File: src/design/qvc_pkg.sv
// shared types and constants for the quic varint codec
`timescale 1ns / 1ps
`default_nettype none

package qvc_pkg;

  typedef enum logic {
    OP_DECODE = 1'b0,
    OP_ENCODE = 1'b1
  } opcode_e;

  typedef enum logic [1:0] {
    KIND_VALUE = 2'd0,
    KIND_BYTE  = 2'd1,
    KIND_ERROR = 2'd2
  } result_kind_e;

  // two-bit length tags carried in the top of a first byte
  localparam logic [1:0] TAG_LEN1 = 2'd0;
  localparam logic [1:0] TAG_LEN2 = 2'd1;
  localparam logic [1:0] TAG_LEN4 = 2'd2;
  localparam logic [1:0] TAG_LEN8 = 2'd3;

  localparam logic [7:0] LOW_SIX_MASK = 8'h3F;

  typedef struct packed {
    result_kind_e kind;
    logic [7:0]   byte_out;
    logic [61:0]  value_out;
    logic [3:0]   encoded_length;
    logic         last;
  } result_t;

endpackage

`default_nettype wire

File: src/design/qvc_if.sv
// valid/ready channels for input items and result words
`timescale 1ns / 1ps
`default_nettype none

interface qvc_in_if;
  logic        valid;
  logic        ready;
  logic        opcode;
  logic [7:0]  byte_in;
  logic [63:0] value_in;

  modport source (output valid, output opcode, output byte_in, output value_in,
                  input ready);
  modport sink   (input valid, input opcode, input byte_in, input value_in,
                  output ready);
endinterface

interface qvc_out_if;
  logic        valid;
  logic        ready;
  logic [1:0]  result_kind;
  logic [7:0]  byte_out;
  logic [61:0] value_out;
  logic [3:0]  encoded_length;
  logic        last;

  modport source (output valid, output result_kind, output byte_out, output value_out,
                  output encoded_length, output last, input ready);
  modport sink   (input valid, input result_kind, input byte_out, input value_out,
                  input encoded_length, input last, output ready);
endinterface

`default_nettype wire

File: src/design/qvc_decoder.sv
// decode state and one-byte accumulation step
`timescale 1ns / 1ps
`default_nettype none

module qvc_decoder (
  input  wire logic            clk_i,
  input  wire logic            rst_ni,
  input  wire logic            step_i,
  input  wire logic [7:0]      byte_i,
  output qvc_pkg::result_t     res_o,
  output logic                 has_result_o
);
  import qvc_pkg::*;

  logic [2:0]  remain_q, remain_d;
  logic [61:0] acc_q, acc_d;
  logic [3:0]  len_q, len_d;

  always_comb begin
    if (remain_q == 3'd0) begin
      len_d    = 4'd1 << byte_i[7:6];
      acc_d    = {56'd0, byte_i[5:0] & LOW_SIX_MASK[5:0]};
      remain_d = 3'(len_d - 4'd1);
    end else begin
      len_d    = len_q;
      acc_d    = {acc_q[53:0], byte_i};
      remain_d = remain_q - 3'd1;
    end
    has_result_o         = (remain_d == 3'd0);
    res_o.kind           = KIND_VALUE;
    res_o.byte_out       = 8'd0;
    res_o.value_out      = acc_d;
    res_o.encoded_length = len_d;
    res_o.last           = 1'b1;
  end

  always_ff @(posedge clk_i or negedge rst_ni) begin
    if (!rst_ni) begin
      remain_q <= 3'd0;
      acc_q    <= 62'd0;
      len_q    <= 4'd0;
    end else if (step_i) begin
      remain_q <= remain_d;
      acc_q    <= acc_d;
      len_q    <= len_d;
    end
  end

endmodule

`default_nettype wire

File: src/design/qvc_encoder.sv
// length class and byte selection for one encoded word
`timescale 1ns / 1ps
`default_nettype none

module qvc_encoder (
  input  wire logic [63:0]     value_i,
  input  wire logic [2:0]      idx_i,
  output qvc_pkg::result_t     res_o
);
  import qvc_pkg::*;

  logic [1:0] tag;
  logic [2:0] len_m1;
  logic [2:0] pos;
  logic [7:0] sel_byte;
  logic       too_big;

  always_comb begin
    too_big = (value_i[63:62] != 2'b00);
    if (value_i[61:6] == 56'd0) begin
      tag = TAG_LEN1;
    end else if (value_i[61:14] == 48'd0) begin
      tag = TAG_LEN2;
    end else if (value_i[61:30] == 32'd0) begin
      tag = TAG_LEN4;
    end else begin
      tag = TAG_LEN8;
    end
    len_m1   = 3'((4'd1 << tag) - 4'd1);
    // most significant byte goes out first
    pos      = len_m1 - idx_i;
    sel_byte = value_i[{pos, 3'b000} +: 8];
    if (idx_i == 3'd0) begin
      sel_byte = sel_byte | {tag, 6'd0};
    end

    if (too_big) begin
      res_o.kind           = KIND_ERROR;
      res_o.byte_out       = 8'd0;
      res_o.encoded_length = 4'd0;
      res_o.last           = 1'b1;
    end else begin
      res_o.kind           = KIND_BYTE;
      res_o.byte_out       = sel_byte;
      res_o.encoded_length = 4'd1 << tag;
      res_o.last           = (idx_i == len_m1);
    end
    res_o.value_out = 62'd0;
  end

endmodule

`default_nettype wire

File: src/design/quic_varint_codec_unit.sv
// top level of the quic variable-length integer codec
//
//   channel  dir  word
//   in_i     in   opcode, byte_in, value_in
//   out_o    out  result_kind, byte_out, value_out, encoded_length, last
//
// an input word sits in the input register; a decode word leaves it unless its
// value waits on a stalled result register, an encode word after 1, 2, 4 or 8
// output words, one per cycle while not stalled; a new input word is taken in
// the cycle the held one finishes; the result register holds a word until
// out_o.ready; a full, stalled result register stops the input register and
// through it in_i.ready; reset clears decode state, valid flags and byte index
`timescale 1ns / 1ps
`default_nettype none

module quic_varint_codec_unit (
  input  wire logic  clk_i,
  input  wire logic  rst_ni,
  qvc_in_if.sink     in_i,
  qvc_out_if.source  out_o
);
  import qvc_pkg::*;

  logic        in_valid_q;
  logic        op_q;
  logic [7:0]  byte_q;
  logic [63:0] value_q;
  logic [2:0]  idx_q, idx_d;

  logic        out_valid_q;
  result_t     out_q;

  result_t     dec_res, enc_res, sel_res;
  logic        dec_has;
  logic        out_free;
  logic        emit;
  logic        consume;
  logic        dec_step;

  assign out_free = !out_valid_q || out_o.ready;

  always_comb begin
    emit    = 1'b0;
    consume = 1'b0;
    sel_res = enc_res;
    idx_d   = idx_q;
    if (in_valid_q) begin
      if (op_q == OP_DECODE) begin
        sel_res = dec_res;
        emit    = dec_has && out_free;
        // a mid-run byte yields nothing and never waits on the output
        consume = !dec_has || out_free;
      end else if (out_free) begin
        emit    = 1'b1;
        consume = enc_res.last;
        idx_d   = enc_res.last ? 3'd0 : idx_q + 3'd1;
      end
    end
  end

  assign dec_step   = in_valid_q && (op_q == OP_DECODE) && consume;
  assign in_i.ready = !in_valid_q || consume;

  qvc_decoder u_decoder (
    .clk_i        (clk_i),
    .rst_ni       (rst_ni),
    .step_i       (dec_step),
    .byte_i       (byte_q),
    .res_o        (dec_res),
    .has_result_o (dec_has)
  );

  qvc_encoder u_encoder (
    .value_i (value_q),
    .idx_i   (idx_q),
    .res_o   (enc_res)
  );

  always_ff @(posedge clk_i or negedge rst_ni) begin
    if (!rst_ni) begin
      in_valid_q  <= 1'b0;
      idx_q       <= 3'd0;
      out_valid_q <= 1'b0;
    end else begin
      if (in_i.ready) begin
        in_valid_q <= in_i.valid;
      end
      idx_q <= idx_d;
      if (emit) begin
        out_valid_q <= 1'b1;
      end else if (out_o.ready) begin
        out_valid_q <= 1'b0;
      end
    end
  end

  always_ff @(posedge clk_i) begin
    if (in_i.ready && in_i.valid) begin
      op_q    <= in_i.opcode;
      byte_q  <= in_i.byte_in;
      value_q <= in_i.value_in;
    end
    if (emit) begin
      out_q <= sel_res;
    end
  end

  assign out_o.valid          = out_valid_q;
  assign out_o.result_kind    = out_q.kind;
  assign out_o.byte_out       = out_q.byte_out;
  assign out_o.value_out      = out_q.value_out;
  assign out_o.encoded_length = out_q.encoded_length;
  assign out_o.last           = out_q.last;

`ifndef NO_ASSERTIONS
  // a nonzero byte index only exists while an encode word is held
  a_idx_encode: assert property (@(posedge clk_i) disable iff (!rst_ni)
    (idx_q != 3'd0) |-> (in_valid_q && op_q == OP_ENCODE))
    else $error("byte index set without a held encode word");

  // an empty input register always takes a word
  a_ready_empty: assert property (@(posedge clk_i) disable iff (!rst_ni)
    !in_valid_q |-> in_i.ready)
    else $error("input stalled while input register empty");

  // a result never overwrites a stalled result word
  a_no_overwrite: assert property (@(posedge clk_i) disable iff (!rst_ni)
    (out_valid_q && !out_o.ready) |-> !emit)
    else $error("result register overwritten while stalled");

  // decoded values and errors are single-word results
  a_single_last: assert property (@(posedge clk_i) disable iff (!rst_ni)
    (out_valid_q && out_q.kind != KIND_BYTE) |-> out_q.last)
    else $error("value or error result without last");

  // an encode word advances its byte index whenever it emits a non-final byte
  a_idx_step: assert property (@(posedge clk_i) disable iff (!rst_ni)
    (emit && op_q == OP_ENCODE && !enc_res.last) |=> (idx_q == $past(idx_q) + 3'd1))
    else $error("byte index did not advance");
`endif

endmodule

`default_nettype wire

File: src/flat_wrapper.sv
// flat-port wrapper written by rule: the top's interface ports become plain ports
module quic_varint_codec_unit_flat import qvc_pkg::*;
  (clk_i, rst_ni, in_i_valid, in_i_opcode, in_i_byte_in, in_i_value_in, in_i_ready, out_o_valid, out_o_result_kind, out_o_byte_out, out_o_value_out, out_o_encoded_length, out_o_last, out_o_ready);
  qvc_in_if in_i_i ();
  qvc_out_if out_o_i ();
  input  wire logic clk_i;
  input  wire logic rst_ni;
  input wire logic [$bits(in_i_i.valid)-1:0] in_i_valid;
  input wire logic [$bits(in_i_i.opcode)-1:0] in_i_opcode;
  input wire logic [$bits(in_i_i.byte_in)-1:0] in_i_byte_in;
  input wire logic [$bits(in_i_i.value_in)-1:0] in_i_value_in;
  output wire logic [$bits(in_i_i.ready)-1:0] in_i_ready;
  output wire logic [$bits(out_o_i.valid)-1:0] out_o_valid;
  output wire logic [$bits(out_o_i.result_kind)-1:0] out_o_result_kind;
  output wire logic [$bits(out_o_i.byte_out)-1:0] out_o_byte_out;
  output wire logic [$bits(out_o_i.value_out)-1:0] out_o_value_out;
  output wire logic [$bits(out_o_i.encoded_length)-1:0] out_o_encoded_length;
  output wire logic [$bits(out_o_i.last)-1:0] out_o_last;
  input wire logic [$bits(out_o_i.ready)-1:0] out_o_ready;
  assign in_i_i.valid = in_i_valid;
  assign in_i_i.opcode = in_i_opcode;
  assign in_i_i.byte_in = in_i_byte_in;
  assign in_i_i.value_in = in_i_value_in;
  assign in_i_ready = in_i_i.ready;
  assign out_o_valid = out_o_i.valid;
  assign out_o_result_kind = out_o_i.result_kind;
  assign out_o_byte_out = out_o_i.byte_out;
  assign out_o_value_out = out_o_i.value_out;
  assign out_o_encoded_length = out_o_i.encoded_length;
  assign out_o_last = out_o_i.last;
  assign out_o_i.ready = out_o_ready;
  quic_varint_codec_unit u_core (.clk_i(clk_i), .rst_ni(rst_ni), .in_i(in_i_i), .out_o(out_o_i));
endmodule
File: config.mk
export PLATFORM = sky130hd
export DESIGN_NAME = quic_varint_codec_unit_flat
export DESIGN_NICKNAME = d
export VERILOG_FILES = /design/src/design/qvc_pkg.sv /design/src/design/qvc_if.sv /design/src/design/qvc_decoder.sv /design/src/design/qvc_encoder.sv /design/src/design/quic_varint_codec_unit.sv /design/src/flat_wrapper.sv
export SDC_FILE = /design/constraint.sdc
export NUM_CORES = 1
export LEC_CHECK = 0
export ABC_AREA = 1
export BUFFER_PORTS_ARGS = -buffer_cell sky130_fd_sc_hd__buf_2
export CORE_MARGIN = 1.5
export CORE_UTILIZATION = 45
export CTS_BUF_LIST = sky130_fd_sc_hd__clkbuf_4
export CTS_CLUSTER_SIZE = 20
export DETAILED_ROUTE_END_ITERATION = 7
export GPL_ROUTABILITY_DRIVEN = 0
export PLACE_DENSITY = 0.77
export SLEW_MARGIN = 20
export SYNTH_ARGS = -nofsm -noshare
export SYNTH_HDL_FRONTEND = slang
export SYNTH_SLANG_ARGS = --single-unit
File: constraint.sdc
create_clock -name clk_i -period 6.15 [get_ports clk_i]
set_input_delay 0 -clock clk_i [delete_from_list [all_inputs] [get_ports clk_i]]
set_output_delay 0 -clock clk_i [all_outputs]
set_load 0.1 [all_outputs]
Yosys cells after proc, flatten, opt, wreduce, memory -nomap -nowiden:

Cells that the tools add are included.

* bits in registers: 216
* word-level logic and storage cells: 66
* output and inout port bits: 79
* input bits: 77

* equal/unequal tests: 1
* bitwise gates (word level): 3
* mux-type cells: 20
* reductions and logical operators: 20
* shifts and indexed selects: 3
* add/sub/neg operators: 5

Operator list (number)
* 2-to-1 mux 77 bit: 2
* variable part select 64 x 7 -> 8 bit: 1
* 2-to-1 mux 62 bit: 1
* logical NOT 56 bit: 1
* logical NOT 48 bit: 1
* logical NOT 32 bit: 1
* 2-to-1 mux 10 bit: 1
* logical NOT 3 bit: 3
* 2-to-1 mux 1 bit: 9
* subtractor 3 x 1 -> 3 bit (second input constant): 3
* 2-to-1 mux 8 bit: 1
* bitwise OR 8 bit: 1
* left shift 1 x 2 -> 4 bit (first input constant): 2
* 2-to-1 mux 3 bit: 2
* 2-to-1 mux 5 bit: 1
* logical AND 1 bit: 4
* 2-to-1 mux 2 bit: 2
* 2-to-1 mux 4 bit: 1
* nonzero test 2 bit: 2
* adder 3 x 1 -> 3 bit (second input constant): 1
* == test 3 bit: 1
* logical NOT 1 bit: 3
* logical OR 1 bit: 3
* AND reduction 3 bit: 1
* 3 further kinds: 4

Depth between registers and ports, before layout:

* word-level depth: 13
* mapped depth: 19
* depth with buffers taken out: 17

By module:

From an unflattened synthesis, not the netlist that was laid out.

* cells, all modules: 1074
* area, all modules: 10282.4 sq um

By module, submodules not included
* quic_varint_codec_unit: sequential area each 4629.4 sq um, cells each 447, times used 1, area each 5906.9 sq um
* qvc_decoder: sequential area each 1526.5 sq um, cells each 369, times used 1, area each 2942.8 sq um
* qvc_encoder: sequential area each 0.0 sq um, cells each 258, times used 1, area each 1432.6 sq um

Worst setup path after synthesis:

OpenSTA, ideal clock, no wires.

* path type: register to register
* start: register u_core.u_decoder.remain_q[2]
* end: register u_core.out_q, in the netlist u_core.out_o.byte_out[0], enable pin
* buffers on the path: 2
* data arrival time: 5.226 ns
* required time: 5.637 ns
* stages on the path, launching flop included: 11
* library setup time: 0.513 ns
* setup slack: 0.411 ns
* period minus slack after synthesis: 5.739 ns
* path through: dfrtp_1 nor3_4 clkbuf_1 clkbuf_1 a31oi_1 ha_1 xnor2_1 nand2_1 nand2_1 nand2_1 nor2_1

* cells in the longest elaborated chain, start to end: 6
* elaborated cells on any way between the ends: 7
* classes of those cells: add/sub (1); mux (3); reduce/logical (3)

Ends and longest elaborated chain
* from (decl): RTL line qvc_decoder.sv:15 `logic [2:0] remain_q, remain_d;`
* from (signal assigned): RTL line qvc_decoder.sv:43 `remain_q <= remain_d;`
* subtractor 3 x 1 -> 3 bit / logical NOT 3 bit (equally long branches): RTL line qvc_decoder.sv:27, qvc_decoder.sv:20
* 2-to-1 mux 3 bit *: RTL line qvc_decoder.sv:20 `if (remain_q == 3'd0) begin`
* logical NOT 3 bit *: RTL line qvc_decoder.sv:29 `has_result_o = (remain_d == 3'd0);`
* logical AND 1 bit *: RTL line quic_varint_codec_unit.sv:50 `emit = dec_has && out_free;`
* 2-to-1 mux 1 bit *: RTL line quic_varint_codec_unit.sv:48 `if (op_q == OP_DECODE) begin`
* 2-to-1 mux 1 bit *: RTL line quic_varint_codec_unit.sv:47 `if (in_valid_q) begin`
* via u_core.emit: RTL line quic_varint_codec_unit.sv:36 `logic emit;`
* to (signal assigned): RTL line quic_varint_codec_unit.sv:104 `out_q <= sel_res;`
* to (decl): RTL line quic_varint_codec_unit.sv:31 `result_t out_q;`

Mark *: on every way through the listed nets, which the timed path passes. The rest lies on a longest branch.
A chain may end at the register's enable or synchronous reset.

Final worst setup path:

* start: register u_core.value_q[52]
* end: register u_core.byte_q[3], enable pin

* cells in the longest elaborated chain, start to end: 13
* elaborated cells on any way between the ends: 15
* classes of those cells: add/sub (1); eq/ne (1); shift (1); mux (7); reduce/logical (5)

Ends and longest elaborated chain
* from (decl): RTL line quic_varint_codec_unit.sv:27 `logic [63:0] value_q;`
* from (signal assigned): RTL line quic_varint_codec_unit.sv:101 `value_q <= in_i.value_in;`
* logical NOT 32 bit: RTL line qvc_encoder.sv:24 `end else if (value_i[61:30] == 32'd0) begin`
* 2-to-1 mux 1 bit: RTL line qvc_encoder.sv:24
* 2-to-1 mux 2 bit: RTL line qvc_encoder.sv:22 `end else if (value_i[61:14] == 48'd0) begin`
* 2-to-1 mux 2 bit *: RTL line qvc_encoder.sv:20 `if (value_i[61:6] == 56'd0) begin`
* left shift 1 x 2 -> 4 bit *
* subtractor 3 x 1 -> 3 bit *: RTL line qvc_encoder.sv:29 `len_m1 = 3'((4'd1 << tag) - 4'd1);`
* == test 3 bit *: RTL line qvc_encoder.sv:46 `res_o.last = (idx_i == len_m1);`
* 2-to-1 mux 5 bit *: RTL line qvc_encoder.sv:37 `if (too_big) begin`
* 2-to-1 mux 1 bit *: RTL line quic_varint_codec_unit.sv:53 `end else if (out_free) begin`
* 2-to-1 mux 1 bit *: RTL line quic_varint_codec_unit.sv:48
* 2-to-1 mux 1 bit *: RTL line quic_varint_codec_unit.sv:47
* logical OR 1 bit *: RTL line quic_varint_codec_unit.sv:62 `assign in_i.ready = !in_valid_q || consume;`
* logical AND 1 bit *: RTL line quic_varint_codec_unit.sv:98 `if (in_i.ready && in_i.valid) begin`
* to (signal assigned): RTL line quic_varint_codec_unit.sv:100 `byte_q <= in_i.byte_in;`
* to (decl): RTL line quic_varint_codec_unit.sv:26 `logic [7:0] byte_q;`

Every way passes the cells marked *; elsewhere a longest branch is shown, timed or not.

==> impl_metrics.yaml <==
power_and_ir_drop:
  power.switching_mw: 2.21
  power.ir.vdd_worst_uv: 269
  swShare_pct: 43.0
  cellLeakagePower_nw: 5.01
  p_seq_share_pct: 40.9
  comb_power_share_pct: 36.3
  power.share.clock_pct: 22.8
  p_total_mw: 5.13
  internal-power_mw: 2.92
  total_power_divided_by_cell_area_nw_per_um2: 447
finish:
  multi_input_comb_area_um2: 2400
  utilization_pct: 58.8
  register_area_um2: 6160
  drive_above_1_share_pct: 22.1
  flow.area_growth_from_synthesis_pct: 27.3
  filler_cell_count: 1618
  finalNetCount: 1197
sta:
  setup-violations-final: 0
  worst_slew_pin_slew_ns: 1.08
  final.period_utilization_pct: 74.0
  timing.final.ws_setup_ns: 1.60
  rsz0062_at_grt: "false"
  hold_violations: 0
  timing.fmax_mhz: 220
  skew_ns: 0.0531
  timing.final.max_slew_violations: 0
  slew-limit-headroom_pct: 27.7
  fin_setup_tns_ns: 0
  min_period_ns: 4.55
floorplanning:
  fp.coreArea_um2: 19500
  design.die.area_um2: 20900
  die_x_um: 145
  dieHeight_um: 145
  core.rowCount: 51
  boundaryPins: 156
  initial_core_util_pct: 46.2
cts:
  cts.reportedPaths.clkPinSlew_ns: 0.07
  post_cts_resize_count: 0
  cts-buffers-inserted: 53
  clock_sink_count: 216
  clk-insertion-delay-late_ns: 0.67
  tritoncts: "built"
  maximum_root_to_sink_buffer_count: 3
  cts.htree.levels: 2
  root_buffer: "sky130_fd_sc_hd__clkbuf_4"
synth:
  post_synth_main_area_contributors: "sky130_fd_sc_hd__edfxtp_1 (50%), sky130_fd_sc_hd__dfrtp_1 (18%), sky130_fd_sc_hd__nand2_1 (7.6%)"
  netlist_area_um2: 9020
  syn_nets: 951
  synth_xor_xnor_area_share_pct: 0.194
  yosysUniqueCellTypes: 28
  count_of_flip_flops_with_a_built_in_enable_after_synthesis: 150
  synth_sequential_area_ratio_pct: 68.3
  dominantRegCellSynth: "sky130_fd_sc_hd__edfxtp_1"
  postSynthRegisterBits: 216
  netlist_instances: 866
  synth.area.mux_share_pct: 0
  synth_compound_area_share_pct: 4.23
  post_synth_fa_ha_maj_area_fraction_pct: 1.19
  yosys.area_share.simple_pct: 20.7
  main_combinational_cell_family_by_area_after_synthesis: "simple AND/OR/NAND/NOR gates"
  post-synth-top-count-cell: "sky130_fd_sc_hd__nand2_1"
  post-synth-top-area-cell: "sky130_fd_sc_hd__edfxtp_1"
  synthesis.yosys.warnings: 0
  synth_async_sr_flop_share_pct: 30.6
  top_cell_types_by_occurrence_after_synthesis: "sky130_fd_sc_hd__nand2_1 (182), sky130_fd_sc_hd__edfxtp_1 (150), sky130_fd_sc_hd__nor2_1 (130)"
  yosysTopAreaCellShare_pct: 50.0
  post_synth.cell_area_avg_um2: 10.4
status:
  run_status: "complete, no violations"
global_routing:
  global_route.usage.met1_pct: 26.4
  grt_start_max_net_pins: 105
  grt.met3_usage_pct: 5.00
  antenna_found_initial: 1
  busiest_layer: "met2"
  grt_overflow: 0
  grt_util_met2_pct: 35.7
  grt_pass1_wl_um: 33700
  grt_usage_pct: 21.0
  vias_in_the_first_global_route: 6823
routing:
  postRouteWirelength_um: 21400
  detail_route.vias_per_cell: 4.98
  drt_pre_antenna_iters: 5
  post_drt_wl_per_cell_um: 15.1
  drc: 0
  detail-route-antenna-nets: 0
  detailedRoute.firstIterationViolations: 554
  routed-via-count: 7083
placement:
  detailed_place_hpwl_um: 12300
  dp_worst_setup_slack_ns: 1.78
  place.port_buffers: 155
critical_path:
  cp_top_family: "simple AND/OR/NAND/NOR gates"
  max_stage_delay_ns: 0.84
  setup.worst_path.start_class: "register"
  crit_buf_inv: 1
  worst_ep_arrival_time_ns: 4.86
  required_time_of_the_critical_path_ns: 6.46
  setup.worst_path.end_class: "register"
  worst-path-max-fanout: 39
  crit_type: "reg -> reg"
  worst_path_max_delay_cell: "sky130_fd_sc_hd__ha_1"
  cp_cell_sequence: "nor2_1 -> nand2_1 -> nor2_1 -> nand2_1 -> nor2_1 -> nand2_1 -> nor2_1 -> ha_1 -> nand4_1 -> nand3b_1 -> nand2_1 -> nor2_4 -> buf_12"
  worst-r2r-setup-slack_ns: 1.60
hold_path:
  hold_crit_class: "in -> async"
flow_run:
  drv.max_cap_violation_count: 0
==> per-layer routing <==
layer,share of wire (%),wire length [um]
met5,0,0
met4,2.0,437
met3,7.4,1570
met2,50,10700
met1,41,8670
==> worst paths after layout <==
check	endpoint	startpoint	cells past startpoint
min in group clk_i	u_core.value_q[52]	in_i_value_in[52]	2
max in group asynchronous	u_core.u_decoder.acc_q[4]	rst_ni	3
setup / recovery	u_core.byte_q[3]	u_core.value_q[52]	13
hold / removal	u_core.u_decoder.acc_q[27]	rst_ni	3
setup reg to reg	u_core.byte_q[3]	u_core.value_q[52]	13
hold reg to reg	u_core.u_decoder.acc_q[33]	u_core.u_decoder.acc_q[33]	2
==> power by group through the flow <==
| stage | clock [mW] | sequential, mW | combinational (mW) |
|---|---|---|---|
| floorplan | 0 | 2.86 | 0.756 |
| finish | 1.17 | 2.10 | 1.86 |
| detailed placement | 0 | 2.12 | 1.81 |
| CTS | 1.19 | 2.10 | 1.85 |
| global route | 1.27 | 2.14 | 2.02 |
| global placement | 0 | 2.12 | 1.78 |
==> state kept, by name (all words and copies together) (netlist names) <==
register	count
u_core.u_decoder.remain_q	3
u_core.value_q	64
u_core.in_valid_q	1
u_core.out_o.encoded_length	4
u_core.out_o.result_kind	2
u_core.op_q	1
u_core.out_o.byte_out	8
u_core.u_decoder.acc_q	54
u_core.u_decoder.len_q	4
u_core.idx_q	3
u_core.out_o.value_out	62
u_core.byte_q	8
u_core.out_o.last	1
u_core.out_o.valid	1
==> per-stage QoR <==
step                instances  hold WS, ns  instance area, um2
floorplan                 866       -0.296                9020
global placement         1245        0.179               10000
detailed placement       1245        0.178               10000
CTS                      1421      0.00434               11500
global route             1422       0.0247               11500
finish                   1422       0.0496               11500
==> worst reg2reg max path, delay by kind of cell, from the launching register on <==
kind,cells,cell delay [ns]
DFF,1,0.42
buffers and inverters,1,0.32
and+or+nand+nor,11,2.62
adders and majority gates,1,0.84
==> cell type report <==
| class | instances | share of cell area [%] |
|---|---|---|
| Sequential cell | 216 | 53.6 |
| Antenna cell | 1 | 0.0218 |
| Timing Repair Buffer | 238 | 14.1 |
| Clock inverter | 28 | 1.26 |
| Multi-Input combinational cell | 524 | 20.9 |
| Tap cell | 265 | 2.89 |
| Clock buffer | 71 | 4.64 |
| Inverter | 79 | 2.58 |
==> layout by cell type (no fill, tap or decap), drive strengths merged <==
cell	count
inv	81
a31oi	2
buf	161
nand3	72
clkinvlp	1
xor2	1
xnor2	1
ha	7
clkinv	24
o22ai	11
a21oi	12
dlygate4sd3	77
edfxtp	150
nor4	3
nand2	185
nor2	130
dfrtp	66
fa	1
diode	1
bufinv	1
o21ai	37
nor3	50
a22oi	5
clkbuf	71
a32oi	1
nand4	2
nand3b	3
a22o	1
==> cell families after synthesis <==
logic type,Yosys count
DFF,216
xor gates and xnor gates,2
buffers and inverters,126
and+or+nand+nor,445
adders and majority gates,8
AOI/OAI and AO/OA,69
==> what timing repair did <==
action / in CTS / in global routing
hold buffers: 77 / 0
setup buffers: 0 / 0
endpoints found under the hold margin: 173 / 0
(Power assumes the default switching activity.)
